--- config.mk ---
export PLATFORM = sky130hd
export DESIGN_NAME = charge_band_led_controller
export DESIGN_NICKNAME = d
export VERILOG_FILES = /design/src/rtl/cbl_pkg.sv /design/src/rtl/charge_band_led_controller.sv
export SDC_FILE = /design/constraint.sdc
export NUM_CORES = 1
export LEC_CHECK = 0
export BUFFER_PORTS_ARGS = -buffer_cell sky130_fd_sc_hd__buf_4
export CAP_MARGIN = 5
export CORE_MARGIN = 2
export CORE_UTILIZATION = 61
export CTS_CLUSTER_SIZE = 28
export DETAILED_ROUTE_END_ITERATION = 10
export PLACE_DENSITY = 0.85
export SETUP_SLACK_MARGIN = 0.2
export SYNTH_ARGS = -nofsm -noshare
export SYNTH_HDL_FRONTEND = slang
export SYNTH_SLANG_ARGS = --single-unit
export TNS_END_PERCENT = 30
--- constraint.sdc ---
create_clock -name clk -period 4.9 [get_ports clk]
set_input_delay 0.245 -clock clk [delete_from_list [all_inputs] [get_ports clk]]
set_output_delay 0.245 -clock clk [all_outputs]
set_load 0.03 [all_outputs]
--- src/rtl/cbl_pkg.sv ---
`default_nettype none

package cbl_pkg;

  localparam int HISTORY_DEPTH_DEF = 8;

  localparam int CAP_W     = 8;
  localparam int VIB_W     = 7;
  localparam int TIMER_W   = 16;
  localparam int STEP_W    = 8;
  localparam int CFG_IDX_W = 3;
  localparam int CFG_DAT_W = 16;

  // Register map of the configuration channel
  typedef enum logic [CFG_IDX_W-1:0] {
    REG_LOW_THRESHOLD  = 3'd0,
    REG_HIGH_THRESHOLD = 3'd1,
    REG_TICK_STEP_MS   = 3'd2,
    REG_STARTUP_ON_MS  = 3'd3,
    REG_SLOW_BLINK_MS  = 3'd4,
    REG_FAST_BLINK_MS  = 3'd5
  } cfg_reg_t;

  localparam logic [CAP_W-1:0]   LOW_THRESHOLD_RST  = 8'd50;
  localparam logic [CAP_W-1:0]   HIGH_THRESHOLD_RST = 8'd75;
  localparam logic [STEP_W-1:0]  TICK_STEP_MS_RST   = 8'd10;
  localparam logic [TIMER_W-1:0] STARTUP_ON_MS_RST  = 16'd3000;
  localparam logic [TIMER_W-1:0] SLOW_BLINK_MS_RST  = 16'd500;
  localparam logic [TIMER_W-1:0] FAST_BLINK_MS_RST  = 16'd60;

  localparam logic [VIB_W-1:0] VIB_STRONG = 7'd90;
  localparam logic [VIB_W-1:0] VIB_NONE   = 7'd0;

  typedef enum logic [1:0] {
    KIND_TICK    = 2'd0,
    KIND_SAMPLE  = 2'd1,
    KIND_RESTART = 2'd2,
    KIND_UNUSED  = 2'd3
  } kind_t;

  typedef enum logic [1:0] {
    BAND_NONE = 2'd0,
    BAND_HIGH = 2'd1,
    BAND_LOW  = 2'd2,
    BAND_MID  = 2'd3
  } band_t;

  typedef enum logic [5:0] {
    LED_IDLE        = 6'b000001,
    LED_SET_OFF     = 6'b000010,
    LED_SET_ON      = 6'b000100,
    LED_TIMED_START = 6'b001000,
    LED_TIMED_WAIT  = 6'b010000,
    LED_BLINK       = 6'b100000
  } led_mode_t;

endpackage

`default_nettype wire

--- src/rtl/charge_band_led_controller.sv ---
`default_nettype none

// Path: an accepted beat passes through the input register, then the result register.
// Throughput: one beat per cycle; the input register advances whenever the result register is
//   empty or being taken, and a result held by the receiver stalls the input once the input
//   register also holds a beat.
// Reset (rst, synchronous, active high): thresholds and timings return to their defaults,
//   history clears to zero and is marked unfilled, charger enabled, LED off in timed-on mode.
module charge_band_led_controller
  import cbl_pkg::*;
#(
  parameter int HISTORY_DEPTH = HISTORY_DEPTH_DEF
) (
  input  wire logic                 clk,
  input  wire logic                 rst,
  // input stream
  input  wire logic                 s_axis_tvalid,
  output logic                      s_axis_tready,
  input  wire logic [7:0]           s_axis_tdata,   // [7:0] capacity
  input  wire logic [2:0]           s_axis_tuser,   // [1:0] kind, [2] sample_ok
  // result stream
  output logic                      m_axis_tvalid,
  input  wire logic                 m_axis_tready,
  output logic [31:0]               m_axis_tdata,   // [0] led_level, [1] charge_enable,
                                                    // [8:2] vibrate_strength,
                                                    // [16:9] newest_capacity,
                                                    // [24:17] oldest_capacity, [31:25] zero
  output logic [1:0]                m_axis_tuser,   // [1:0] band
  // configuration writes
  input  wire logic                 cfg_valid,
  output logic                      cfg_ready,
  input  wire logic [CFG_IDX_W-1:0] cfg_index,
  input  wire logic [CFG_DAT_W-1:0] cfg_data
);

  // ---------------------------------------------------------------------------
  // Configuration registers; writes are taken in every cycle.
  // ---------------------------------------------------------------------------
  logic [CAP_W-1:0]   low_threshold;
  logic [CAP_W-1:0]   high_threshold;
  logic [STEP_W-1:0]  tick_step_ms;
  logic [TIMER_W-1:0] startup_on_ms;
  logic [TIMER_W-1:0] slow_blink_ms;
  logic [TIMER_W-1:0] fast_blink_ms;

  assign cfg_ready = 1'b1;

  always_ff @(posedge clk) begin
    if (rst) begin
      low_threshold  <= LOW_THRESHOLD_RST;
      high_threshold <= HIGH_THRESHOLD_RST;
      tick_step_ms   <= TICK_STEP_MS_RST;
      startup_on_ms  <= STARTUP_ON_MS_RST;
      slow_blink_ms  <= SLOW_BLINK_MS_RST;
      fast_blink_ms  <= FAST_BLINK_MS_RST;
    end else if (cfg_valid && cfg_ready) begin
      unique case (cfg_reg_t'(cfg_index))
        REG_LOW_THRESHOLD:  low_threshold  <= cfg_data[CAP_W-1:0];
        REG_HIGH_THRESHOLD: high_threshold <= cfg_data[CAP_W-1:0];
        REG_TICK_STEP_MS:   tick_step_ms   <= cfg_data[STEP_W-1:0];
        REG_STARTUP_ON_MS:  startup_on_ms  <= cfg_data;
        REG_SLOW_BLINK_MS:  slow_blink_ms  <= cfg_data;
        REG_FAST_BLINK_MS:  fast_blink_ms  <= cfg_data;
        default: ; // drop writes to unmapped indexes
      endcase
    end
  end

  // ---------------------------------------------------------------------------
  // Input register. It advances into the result stage whenever that stage is
  // empty or its beat is being taken this cycle.
  // ---------------------------------------------------------------------------
  logic             in_valid;
  kind_t            in_kind;
  logic             in_ok;
  logic [CAP_W-1:0] in_cap;
  logic             advance;

  assign advance       = in_valid && (!m_axis_tvalid || m_axis_tready);
  assign s_axis_tready = !in_valid || advance;

  always_ff @(posedge clk) begin
    if (rst) begin
      in_valid <= 1'b0;
    end else if (s_axis_tready) begin
      in_valid <= s_axis_tvalid;
    end
  end

  always_ff @(posedge clk) begin
    if (s_axis_tvalid && s_axis_tready) begin
      in_kind <= kind_t'(s_axis_tuser[1:0]);
      in_ok   <= s_axis_tuser[2];
      in_cap  <= s_axis_tdata;
    end
  end

  // ---------------------------------------------------------------------------
  // Block state
  // ---------------------------------------------------------------------------
  logic [CAP_W-1:0]   history [HISTORY_DEPTH];
  logic               history_ready;
  logic               charging;
  led_mode_t          led_mode;
  logic [TIMER_W-1:0] led_elapsed;
  logic [TIMER_W-1:0] led_period;
  logic               led_pin;

  logic               history_ready_next;
  logic               charging_next;
  led_mode_t          led_mode_next;
  logic [TIMER_W-1:0] led_elapsed_next;
  logic [TIMER_W-1:0] led_period_next;
  logic               led_pin_next;
  band_t              band_next;
  logic [VIB_W-1:0]   vib_next;
  logic               fill_all;   // first sample after reset or restart loads every entry
  logic               shift_in;   // later sample that differs from the newest entry

  logic [TIMER_W-1:0] elapsed_sum;
  logic               period_done;

  // timer add wraps at 16 bits
  assign elapsed_sum = led_elapsed + TIMER_W'(tick_step_ms);
  assign period_done = (elapsed_sum >= led_period);

  always_comb begin
    history_ready_next = history_ready;
    charging_next      = charging;
    led_mode_next      = led_mode;
    led_elapsed_next   = led_elapsed;
    led_period_next    = led_period;
    led_pin_next       = led_pin;
    band_next          = BAND_NONE;
    vib_next           = VIB_NONE;
    fill_all           = 1'b0;
    shift_in           = 1'b0;

    unique case (in_kind)
      KIND_TICK: begin
        unique case (led_mode)
          LED_SET_OFF: begin
            led_pin_next  = 1'b0;
            led_mode_next = LED_IDLE;
          end
          LED_SET_ON: begin
            led_pin_next  = 1'b1;
            led_mode_next = LED_IDLE;
          end
          LED_TIMED_START: begin
            led_pin_next     = 1'b1;
            led_elapsed_next = '0;
            led_period_next  = startup_on_ms;
            led_mode_next    = LED_TIMED_WAIT;
          end
          LED_TIMED_WAIT: begin
            led_elapsed_next = elapsed_sum;
            if (period_done) begin
              led_pin_next  = 1'b0;
              led_mode_next = LED_IDLE;
            end
          end
          LED_BLINK: begin
            // toggle once the half-period is used up, then restart the count
            led_elapsed_next = period_done ? '0 : elapsed_sum;
            if (period_done) begin
              led_pin_next = !led_pin;
            end
          end
          default: ; // idle: hold the pin
        endcase
      end
      KIND_SAMPLE: begin
        if (in_ok) begin
          history_ready_next = 1'b1;
          fill_all           = !history_ready;
          shift_in           = history_ready && (history[0] != in_cap);
          // after the update the newest entry always equals the sample
          if (in_cap > high_threshold) begin
            charging_next   = 1'b0;
            led_mode_next   = LED_BLINK;
            led_period_next = slow_blink_ms;
            band_next       = BAND_HIGH;
            vib_next        = VIB_STRONG;
          end else if (in_cap < low_threshold) begin
            charging_next   = 1'b1;
            led_mode_next   = LED_BLINK;
            led_period_next = fast_blink_ms;
            band_next       = BAND_LOW;
          end else begin
            charging_next = 1'b0;
            led_mode_next = LED_SET_ON;
            band_next     = BAND_MID;
          end
        end
      end
      KIND_RESTART: history_ready_next = 1'b0;
      default: ; // unused kind changes nothing
    endcase
  end

  always_ff @(posedge clk) begin
    if (rst) begin
      history_ready <= 1'b0;
      charging      <= 1'b1;
      led_mode      <= LED_TIMED_START;
      led_elapsed   <= '0;
      led_period    <= '0;
      led_pin       <= 1'b0;
    end else if (advance) begin
      history_ready <= history_ready_next;
      charging      <= charging_next;
      led_mode      <= led_mode_next;
      led_elapsed   <= led_elapsed_next;
      led_period    <= led_period_next;
      led_pin       <= led_pin_next;
    end
  end

  // History shift line: entry 0 is newest
  always_ff @(posedge clk) begin
    if (rst) begin
      for (int i = 0; i < HISTORY_DEPTH; i++) begin
        history[i] <= '0;
      end
    end else if (advance && fill_all) begin
      for (int i = 0; i < HISTORY_DEPTH; i++) begin
        history[i] <= in_cap;
      end
    end else if (advance && shift_in) begin
      history[0] <= in_cap;
      for (int i = 1; i < HISTORY_DEPTH; i++) begin
        history[i] <= history[i-1];
      end
    end
  end

  // The history entries after this beat, as seen by the result register
  logic [CAP_W-1:0] newest_next;
  logic [CAP_W-1:0] oldest_next;

  assign newest_next = (fill_all || shift_in) ? in_cap : history[0];
  assign oldest_next = fill_all ? in_cap :
                       shift_in ? history[HISTORY_DEPTH-2] : history[HISTORY_DEPTH-1];

  // ---------------------------------------------------------------------------
  // Result register
  // ---------------------------------------------------------------------------
  logic               out_led;
  logic               out_charge;
  band_t              out_band;
  logic [VIB_W-1:0]   out_vib;
  logic [CAP_W-1:0]   out_newest;
  logic [CAP_W-1:0]   out_oldest;

  always_ff @(posedge clk) begin
    if (rst) begin
      m_axis_tvalid <= 1'b0;
    end else if (advance) begin
      m_axis_tvalid <= 1'b1;
    end else if (m_axis_tready) begin
      m_axis_tvalid <= 1'b0;
    end
  end

  always_ff @(posedge clk) begin
    if (advance) begin
      out_led    <= led_pin_next;
      out_charge <= charging_next;
      out_band   <= band_next;
      out_vib    <= vib_next;
      out_newest <= newest_next;
      out_oldest <= oldest_next;
    end
  end

  assign m_axis_tdata = {7'd0, out_oldest, out_newest, out_vib, out_charge, out_led};
  assign m_axis_tuser = out_band;

`ifndef SYNTHESIS
  // strong vibration only in the high band
  a_vib_band: assert property (@(posedge clk) disable iff (rst)
    m_axis_tvalid |-> ((out_band == BAND_HIGH) == (out_vib == VIB_STRONG)))
    else $error("vibration strength does not match band");

  // low band turns the charger on, high and middle turn it off
  a_charge_band: assert property (@(posedge clk) disable iff (rst)
    m_axis_tvalid && (out_band != BAND_NONE) |-> (out_charge == (out_band == BAND_LOW)))
    else $error("charger enable does not match band");

  // history is marked unfilled only by a restart beat or by reset
  a_restart: assert property (@(posedge clk) disable iff (rst)
    $fell(history_ready) |-> ($past(rst) || ($past(advance) && $past(in_kind) == KIND_RESTART)))
    else $error("history flag cleared without restart");

  // a decided band always reports the newest entry as the sample just taken
  a_newest: assert property (@(posedge clk) disable iff (rst)
    m_axis_tvalid && (out_band != BAND_NONE) |-> (out_newest == history[0]))
    else $error("newest capacity disagrees with history");
`endif

endmodule

`default_nettype wire

**After elaboration in Yosys (flattened, before gate mapping)**

Memory sizes are Yosys's and may differ from the RTL's.
Index checks and enable logic that the tools add are counted.

- $lt $le $gt $ge: 3
- Equal/unequal tests: 18
- Multiplexer cells: 60
- Reduce and logical (&&, ||, !) cells: 32
- $add $sub $neg: 1
- Bitwise operators: 18

Operators with widths:

| kind | number |
|---|---|
| two-way mux 8 bit | 19 |
| two-way mux 16 bit | 5 |
| one-hot mux 16 bit (3 select lines) | 1 |
| one-hot mux 16 bit (2 select lines) | 1 |
| two-way mux 1 bit | 25 |
| two-way mux 6 bit | 4 |
| one-hot mux 6 bit (3 select lines) | 1 |
| adder 16 x 8 -> 16 bit | 1 |
| greater-or-equal comparator 16 bit | 1 |
| bitwise OR 1 bit | 16 |
| AND reduction 2 bit | 7 |
| one-hot mux 6 bit (2 select lines) | 1 |
| AND reduction 5 bit | 2 |
| > comparator 8 bit | 1 |
| less-than comparator 8 bit | 1 |
| inequality test 8 bit | 1 |
| two-way mux 7 bit | 1 |
| equality test 3 x 2 -> 1 bit, second input constant | 2 |
| equality test 3 bit, second input constant | 2 |
| equality test 6 x 2 -> 1 bit, second input constant | 1 |
| equality test 6 x 3 -> 1 bit, second input constant | 1 |
| equality test 6 x 4 -> 1 bit, second input constant | 1 |
| equality test 6 x 5 -> 1 bit, second input constant | 1 |
| equality test 6 bit, second input constant | 1 |
| other kinds (20) | 35 |

- Word-level logic and storage cells: 157
- Output and inout bits: 37
- RAM bits: 64
- Memories kept: 1
- Bits of input ports: 35
- Flip-flop bits (word level): 153

Memory list:

| memory | words | bits a word | rd ports | clocked after Yosys merged registers in | write ports | RTL line | source |
|---|---|---|---|---|---|---|---|
| history | 8 | 8 | 8 | 0 | 8 | charge_band_led_controller.sv:101 | `logic [CAP_W-1:0] history [HISTORY_DEPTH];` |

**Logic depth before layout (Yosys ltp)**

Gate-level depths: netlist of run 1.
An unclocked memory read counts as a cell.

- Depth in word-level cells: 11
- Gate-level depth with buffers: 19
- Depth with buffers taken out: 18

**Least setup slack after synthesis of run 1**

Ideal clock, no wire load.

- Kind: register to register
- Start point: reg tick_step_ms[0]
- End point: reg out_led, data pin
- Required time: 4.644 ns
- Period minus slack after synthesis: 3.775 ns
- Setup slack: 1.125 ns
- Cell stages (with the launch flop): 18
- Library setup time: 0.256 ns
- Path buffers: 1
- Data arrival time: 3.518 ns
- Path through: dfxtp_1 > ha_1 > fa_1 > a211oi_1 > o21ai_0 > and3_1 > clkbuf_1 > nand3_1 > xnor2_1 > ha_1 > and4_1 > a211oi_1 > and3_1 > ha_1 > nand3b_1 > o21ai_0 > a22o_1 > a22o_1

- Cells in the longest elaborated chain, start to end: 5
- Elaborated cells on any way between the ends: 6
- Those cells by class: 1 x add/sub; 1 x order compare; 4 x mux

RTL lines:

| item | RTL line | source |
|---|---|---|
| from (decl) | charge_band_led_controller.sv:41 | `logic [STEP_W-1:0] tick_step_ms;` |
| from (signal assigned) | charge_band_led_controller.sv:60 | `REG_TICK_STEP_MS: tick_step_ms <= cfg_data[STEP_W-1:0];` |
| adder 16 x 8 -> 16 bit (*) | charge_band_led_controller.sv:124 | `assign elapsed_sum = led_elapsed + TIMER_W'(tick_step_ms);` |
| greater-or-equal comparator 16 bit (*) | charge_band_led_controller.sv:125 | `assign period_done = (elapsed_sum >= led_period);` |
| two-way mux 1 bit (on tied branches) | charge_band_led_controller.sv:166, charge_band_led_controller.sv:158 |  |
| one-hot mux 1 bit (4 select lines) (*) | charge_band_led_controller.sv:141 | `unique case (led_mode)` |
| two-way mux 1 bit (*) | charge_band_led_controller.sv:139 | `unique case (in_kind)` |
| net led_pin_next | charge_band_led_controller.sv:114 | `logic led_pin_next;` |
| to (signal assigned) | charge_band_led_controller.sv:268 | `out_led <= led_pin_next;` |
| to (decl) | charge_band_led_controller.sv:249 | `logic out_led;` |

Mark *: on every way through the listed nets, which the timed path passes. The rest lies on a longest branch.
A chain may end at the register's enable or synchronous reset.

**Final worst setup path of run 1**

- Start point: reg tick_step_ms[1]
- End point: reg led_pin

- Cells in the longest elaborated chain, start to end: 5
- Elaborated cells on any way between the ends: 6
- Those cells by class: 1 x add/sub; 1 x order compare; 4 x mux

RTL lines:

| item | RTL line | source |
|---|---|---|
| adder 16 x 8 -> 16 bit (*) | charge_band_led_controller.sv:124 |  |
| greater-or-equal comparator 16 bit (*) | charge_band_led_controller.sv:125 |  |
| two-way mux 1 bit (on tied branches) | charge_band_led_controller.sv:166, charge_band_led_controller.sv:158 |  |
| one-hot mux 1 bit (4 select lines) (*) | charge_band_led_controller.sv:141 |  |
| two-way mux 1 bit (*) | charge_band_led_controller.sv:139 |  |
| to (signal assigned) | charge_band_led_controller.sv:216 | `led_pin <= led_pin_next;` |
| to (decl) | charge_band_led_controller.sv:107 | `logic led_pin;` |

Mark *: on every way between the ends. The rest lies on a longest branch, timed or not.

==> results of run 1 <==
==> critical path, delay by kind of cell (launching register included) <==
family	cells	cell delay, ns
compound gates	7	1.60
xor+xnor	1	0.13
fa+ha+maj	3	0.69
flops	1	0.35
simple gates	6	1.26
==> stage by stage <==
stage	utilization (%)	setup slack [ns]	instance area, µm²
6_report	71.01	0.7046	11360
5_1_grt	71.01	0.2857	11360
4_1_cts	71.01	0.7466	11360
3_5_place_dp	65.71	0.7962	10510
3_3_place_gp	65.71	0.8699	10510
2_1_floorplan	-	1.125	10100
==> registers in the layout, summed over array words and instances, names as in the netlist, 2 cells and up <==
| register | flops |
|---|---|
| slow_blink_ms | 16 |
| low_threshold | 8 |
| led_elapsed | 16 |
| in_cap | 8 |
| out_oldest | 8 |
| led_period | 16 |
| tick_step_ms | 8 |
| m_axis_tuser | 2 |
| out_newest | 8 |
| high_threshold | 8 |
| history | 64 |
| fast_blink_ms | 16 |
| in_kind | 2 |
| led_mode | 5 |
| startup_on_ms | 16 |
==> per-layer routing <==
metal	up-vias	wire, µm	part of all wire, %	track usage [%]
met5	-	0	0	0
met4	0	321	1.4	6.272
met3	29	2303	9.9	3.295
met2	394	10420	45	40.90
met1	3677	10220	44	38.36
li1	3611	-	-	-
==> cell usage after synthesis (11+ instances only) <==
| library cell | instances | area, µm² |
|---|---|---|
| nand2_1 | 164 | 615.6 |
| o21ai_0 | 19 | 95.09 |
| inv_1 | 39 | 146.4 |
| a21o_1 | 44 | 330.3 |
| nand3_1 | 32 | 160.2 |
| buf_4 | 17 | 127.6 |
| clkbuf_1 | 28 | 105.1 |
| xor2_1 | 11 | 96.34 |
| edfxtp_1 | 96 | 2883 |
| ha_1 | 40 | 500.5 |
| xnor2_1 | 12 | 105.1 |
| mux2_2 | 21 | 236.5 |
| mux2i_1 | 17 | 170.2 |
| and3_1 | 12 | 75.07 |
| a22o_1 | 23 | 201.4 |
| nor2_1 | 84 | 315.3 |
| a21oi_1 | 61 | 305.3 |
| dfxtp_1 | 114 | 2282 |
| nor2b_1 | 14 | 87.58 |
| buf_2 | 17 | 85.08 |
| and2_1 | 11 | 68.82 |
==> power groups by stage <==
stage               logic (mW)  registers (mW)  clock network, mW
global placement         0.340            1.98                  0
finish                   0.371            1.94               1.57
global route             0.402            1.95               1.65
detailed placement       0.351            1.98                  0
CTS                      0.366            1.94               1.58
floorplan                0.245            1.98                  0
==> logic make-up after synthesis <==
kind of cell,Yosys count,share of synthesized area (%)
buffers and inverters,106,5.022
xor gates and xnor gates,23,2.001
other,2,0.07462
DFF,210,51.32
AOI/OAI and AO/OA,219,16.07
adders and majority gates,41,5.172
and+or+nand+nor,356,15.96
muxes,41,4.376
==> layout make-up <==
type	instances	area, µm²
clock buffer	29	608.1
clock inverter	8	60.06
fill	1147	4638
inverter	39	146.4
multi-input combinational	691	4429
sequential	210	5165
tap	216	270.3
timing repair buffer	85	683.2
==> timing repair <==
item                       CTS  global route
setup endpoints to repair    0             0
hold endpoints to repair    21             0
setup buffers                0             0
hold buffers                18             0
==> final timing paths <==
check | from | endpoint | slack [ns] | cells after the start
max | tick_step_ms[1] | led_pin | 0.70 | 17
max reg2reg | tick_step_ms[1] | led_pin | 0.70 | 17
min | cfg_data[13] | slow_blink_ms[13] | 0.01 | 3
min reg2reg | slow_blink_ms[10] | slow_blink_ms[10] | 0.45 | 2
==> results.toml, run 1 <==
[routing]
wl_um = 23260
drt_first_iter_violations = 810
ant_nets = 0
vias_per_cell = 6.034
dr.pass1.iters = 5
via_count = 7711
drc_errors = 0
wl_per_cell_um = 18.20

[final_layout]
diodes = 0
syn2layout_area_growth_pct = 12.89
drive_gt1_share_pct = 13.28
final_common_cell = "nand2_1"
nNetsFinal = 1125
final_cell_mix = "nand2_1, dfxtp_1, edfxtp_1"
fin_cells = 1278

[sta]
drv_slew = 0
max_freq_mhz = 238.4
setup_violations = 0
fin_worst_skew_ns = 0.01229
min_period_over_period_pct = 85.62
finalHoldViolations = 0
finalSetupTns_ns = 0
grt_setup_unrepaired = "no"
worstMarginPinSlew_ns = 1.026
finalCriticalPeriod_ns = 4.195
slew_headroom_pct = 31.44
holdWs_ns = 0.009676

[clock_tree]
cts_buffers = 22
tritoncts = "built"
insertion_delay_ns = 0.51
cts_num_sinks = 210
cts_root_buffer = "clkbuf_16"
clkTransAtPathRegs_ns = 0.06
cts_buffer_depth = 3
ctsHtreeMaxLevel = 1
cts-resized-gates = 0

[worst_hold_path]
hp-class = "input port to flip-flop"

[worst_setup_path]
start_kind = "flip-flop"
cp.required_ns = 5.25
path_max_fanout = 4
path_common_cell = "ha_1"
worstSetupPathType = "flip-flop to flip-flop"
crit_path_end_kind = "flip-flop"
cp_slowest_cell = "or4b_1"
cp.arrival_ns = 4.54
path_cells = "ha_1 -> a211oi_1 -> nor3_1 -> or4b_1 -> nand3_1 -> xnor2_1 -> ha_1 -> a21oi_1 -> o21ai_0 -> a211oi_1 -> and3_1 -> ha_1 -> nand3b_1 -> o21ai_0 -> a22o_1 -> a221oi_1 -> nor3_1"
cpPeakStageDelay_ns = 0.58

[logic_synthesis]
async_flop_share_pct = 0
postSynthAreaPerCell_um2 = 10.08
synth_flop_cell = "dfxtp_1"
synth_edf_count = 96
synth.lib_cells_used.distinct = 64
postSynthCellCount = 998
synth_seq_cells = 210
syn_area_um2 = 10060
yosysWarnings = 0
ys_seq_area_share_pct = 51.32

[pwr]
p_per_area_nw_per_um2 = 342.1
peakVddDrop_uv = 313.1
p_switching_mw = 0.9334
comb_power_share_pct = 9.5
finalPower_mw = 3.887
p_int_mw = 2.954
clockPowerShare_pct = 40.4
seq_power_share_pct = 50.0
power_leakage_nw = 4.844
switching_share_pct = 24.01

[global_route]
grt_pass1_wl_um = 36850
antenna_found_initial = 0
grt_max_degree = 64
first_global_vias = 7349
overflow = 0
track_usage_pct = 25.93

[floorplan]
die_w_um = 132.5
initial_core_util_pct = 62.90
dieArea_um2 = 17540
coreArea_um2 = 16000
ioPinCount = 72
rows = 46
fp.dieH_um = 132.5

[placement]
gp_congestion = 0.9176
hpwlAfterDp_um = 14840
portBuffers = 60
numPlacedInstances = 1223

[flow_run]
maxCapViolCount = 0

[outcome]
status = "finished, final reports clean"
Note: power is estimated with default switching activity, not from simulation.
==> run 2: changes to the inputs <==
--- a/config.mk
+++ b/config.mk
@@ -5,13 +5,14 @@
 export SDC_FILE = /design/constraint.sdc
 export NUM_CORES = 1
 export LEC_CHECK = 0
+export ABC_CLOCK_PERIOD_IN_PS = 4900
 export BUFFER_PORTS_ARGS = -buffer_cell sky130_fd_sc_hd__buf_4
 export CAP_MARGIN = 5
 export CORE_MARGIN = 2
-export CORE_UTILIZATION = 61
+export CORE_UTILIZATION = 56
 export CTS_CLUSTER_SIZE = 28
 export DETAILED_ROUTE_END_ITERATION = 10
-export PLACE_DENSITY = 0.85
+export PLACE_DENSITY = 0.79
 export SETUP_SLACK_MARGIN = 0.2
 export SYNTH_ARGS = -nofsm -noshare
 export SYNTH_HDL_FRONTEND = slang
==> results.toml, run 2 (synthesis results as in run 1) <==
[floorplan]
rows = 49
dieArea_um2 = 19060
die_w_um = 138.1
fp.dieH_um = 138.1
initial_core_util_pct = 56.61
ioPinCount = 72
coreArea_um2 = 17780

[sta]
finalHoldViolations = 0
min_period_over_period_pct = 85.57
drv_slew = 0
worst_slack_ns = 0.7069
max_freq_mhz = 238.5
grt_setup_unrepaired = "no"
worstMarginPinSlew_ns = 1.050
finalCriticalPeriod_ns = 4.193
holdWs_ns = 0.03098
finalSetupTns_ns = 0
fin_worst_skew_ns = 0.01508
setup_violations = 0
slew_headroom_pct = 29.82

[placement]
portBuffers = 60
numPlacedInstances = 1236
pre_cts_slack_ns = 0.7530
hpwlAfterDp_um = 14990
gp_congestion = 0.8801

[global_route]
antenna_found_initial = 0
grt.met1_usage_pct = 35.25
overflow = 0
track_usage_pct = 23.89
met2_usage_pct = 37.00
grt_pass1_wl_um = 37280
use_met3_pct = 3.741
first_global_vias = 7210
grt_max_degree = 64
top_usage_layer = "met2"

[clock_tree]
ctsHtreeMaxLevel = 1
cts_buffers = 22
cts_num_sinks = 210
insertion_delay_ns = 0.51
cts_buffer_depth = 3
tritoncts = "built"
cts_root_buffer = "clkbuf_16"
clkTransAtPathRegs_ns = 0.06
cts-resized-gates = 0

[worst_setup_path]
crit_path_end_kind = "flip-flop"
cp.arrival_ns = 4.55
path_cells = "ha_1 -> a211oi_1 -> nor3_1 -> or4b_1 -> nand3_1 -> xnor2_1 -> ha_1 -> a211oi_1 -> nor2_1 -> a211oi_1 -> and3_1 -> ha_1 -> nand3b_1 -> o21ai_0 -> a22o_1 -> a221oi_1 -> nor3_1"
path_max_fanout = 4
worstSetupPathType = "flip-flop to flip-flop"
cp_slowest_cell = "or4b_1"
cp.required_ns = 5.25
start_kind = "flip-flop"
cpPeakStageDelay_ns = 0.58

[final_layout]
nFillCells = 1403
final_common_cell = "nand2_1"
drive_gt1_share_pct = 13.59
diodes = 0
nNetsFinal = 1127
final_core_utilization_pct = 64.29
seqCellArea_um2 = 5165
syn2layout_area_growth_pct = 13.58
final_cell_mix = "nand2_1, dfxtp_1, edfxtp_1"
largest_reg_flops = 64
largest-register = "history"
fin_cells = 1296
multi_input_area_um2 = 4429

[worst_hold_path]
hp-class = "input port to flip-flop"

[routing]
vias_per_cell = 5.922
drt_first_iter_violations = 698
wl_per_cell_um = 17.98
dr.pass1.iters = 6
drc_errors = 0
wl_um = 23310
via_count = 7675
ant_nets = 0

[flow_run]
maxCapViolCount = 0

[pwr]
power_leakage_nw = 4.865
peakVddDrop_uv = 252.0
p_per_area_nw_per_um2 = 343.7

[outcome]
status = "finished, final reports clean"
-- run 2: changes by cell type in the layout (fill, tap and decap cells not counted), sizes merged --
cell,before,now
clkinv,7,3
inv,39,40
bufinv,1,0
clkbuf,29,35
dlygate4sd3,18,20
clkinvlp,0,1
-- run 2: report_power, final --
| part | switching (mW) | internal, mW |
|---|---|---|
| registers | 0.0436 | 1.90 |
| logic | 0.232 | 0.137 |
| clock network | 0.677 | 0.939 |
| total | 0.953 | 2.98 |
-- run 2: layout make-up --
cell class / count / share of cell area [%]
inverters: 39 / 1.281
clock buffers: 35 / 5.867
clock inverters: 5 / 0.2627
flip-flops and latches: 210 / 45.18
multi-input cells: 691 / 38.75
well taps: 229 / 2.507
repair buffers: 87 / 6.151
-- run 2: metrics by stage --
| stage | cell area (µm²) | total power [mW] |
|---|---|---|
| 5_1_grt | 11430 | 4.048 |
| 2_1_floorplan | 10100 | 2.224 |
| 3_3_place_gp | 10530 | 2.320 |
| 4_1_cts | 11430 | 3.936 |
| 6_report | 11430 | 3.929 |
| 3_5_place_dp | 10530 | 2.331 |
-- run 2: layer usage --
| layer | up-vias | share of wire [%] |
|---|---|---|
| li1 | 3622 | - |
| met1 | 3726 | 47 |
| met2 | 298 | 45 |
| met3 | 29 | 7.1 |
| met4 | 0 | 1.6 |
| met5 | - | 0 |
-- run 2: final timing paths --
check                    startpoint                 to  slack (ns)  cells after the start
setup / recovery    tick_step_ms[1]            led_pin        0.71                     17
setup reg to reg    tick_step_ms[1]            led_pin        0.71                     17
hold reg to reg   slow_blink_ms[15]  slow_blink_ms[15]        0.46                      2
hold / removal          cfg_data[6]   slow_blink_ms[6]        0.03                      3
-- run 2: worst max-delay path, delay by kind of cell (launching register included) --
family / cells / cell delay, ns
AO/OA/AOI/OAI: 6 / 1.51
XOR/XNOR: 1 / 0.14
adder cells (fa/ha/maj): 3 / 0.69
flip-flops: 1 / 0.35
AND/OR/NAND/NOR: 7 / 1.36
-- run 2: what timing repair did --
item,in CTS,in global routing
hold endpoints to repair,30,0
setup buffers,0,0
hold buffers,20,0
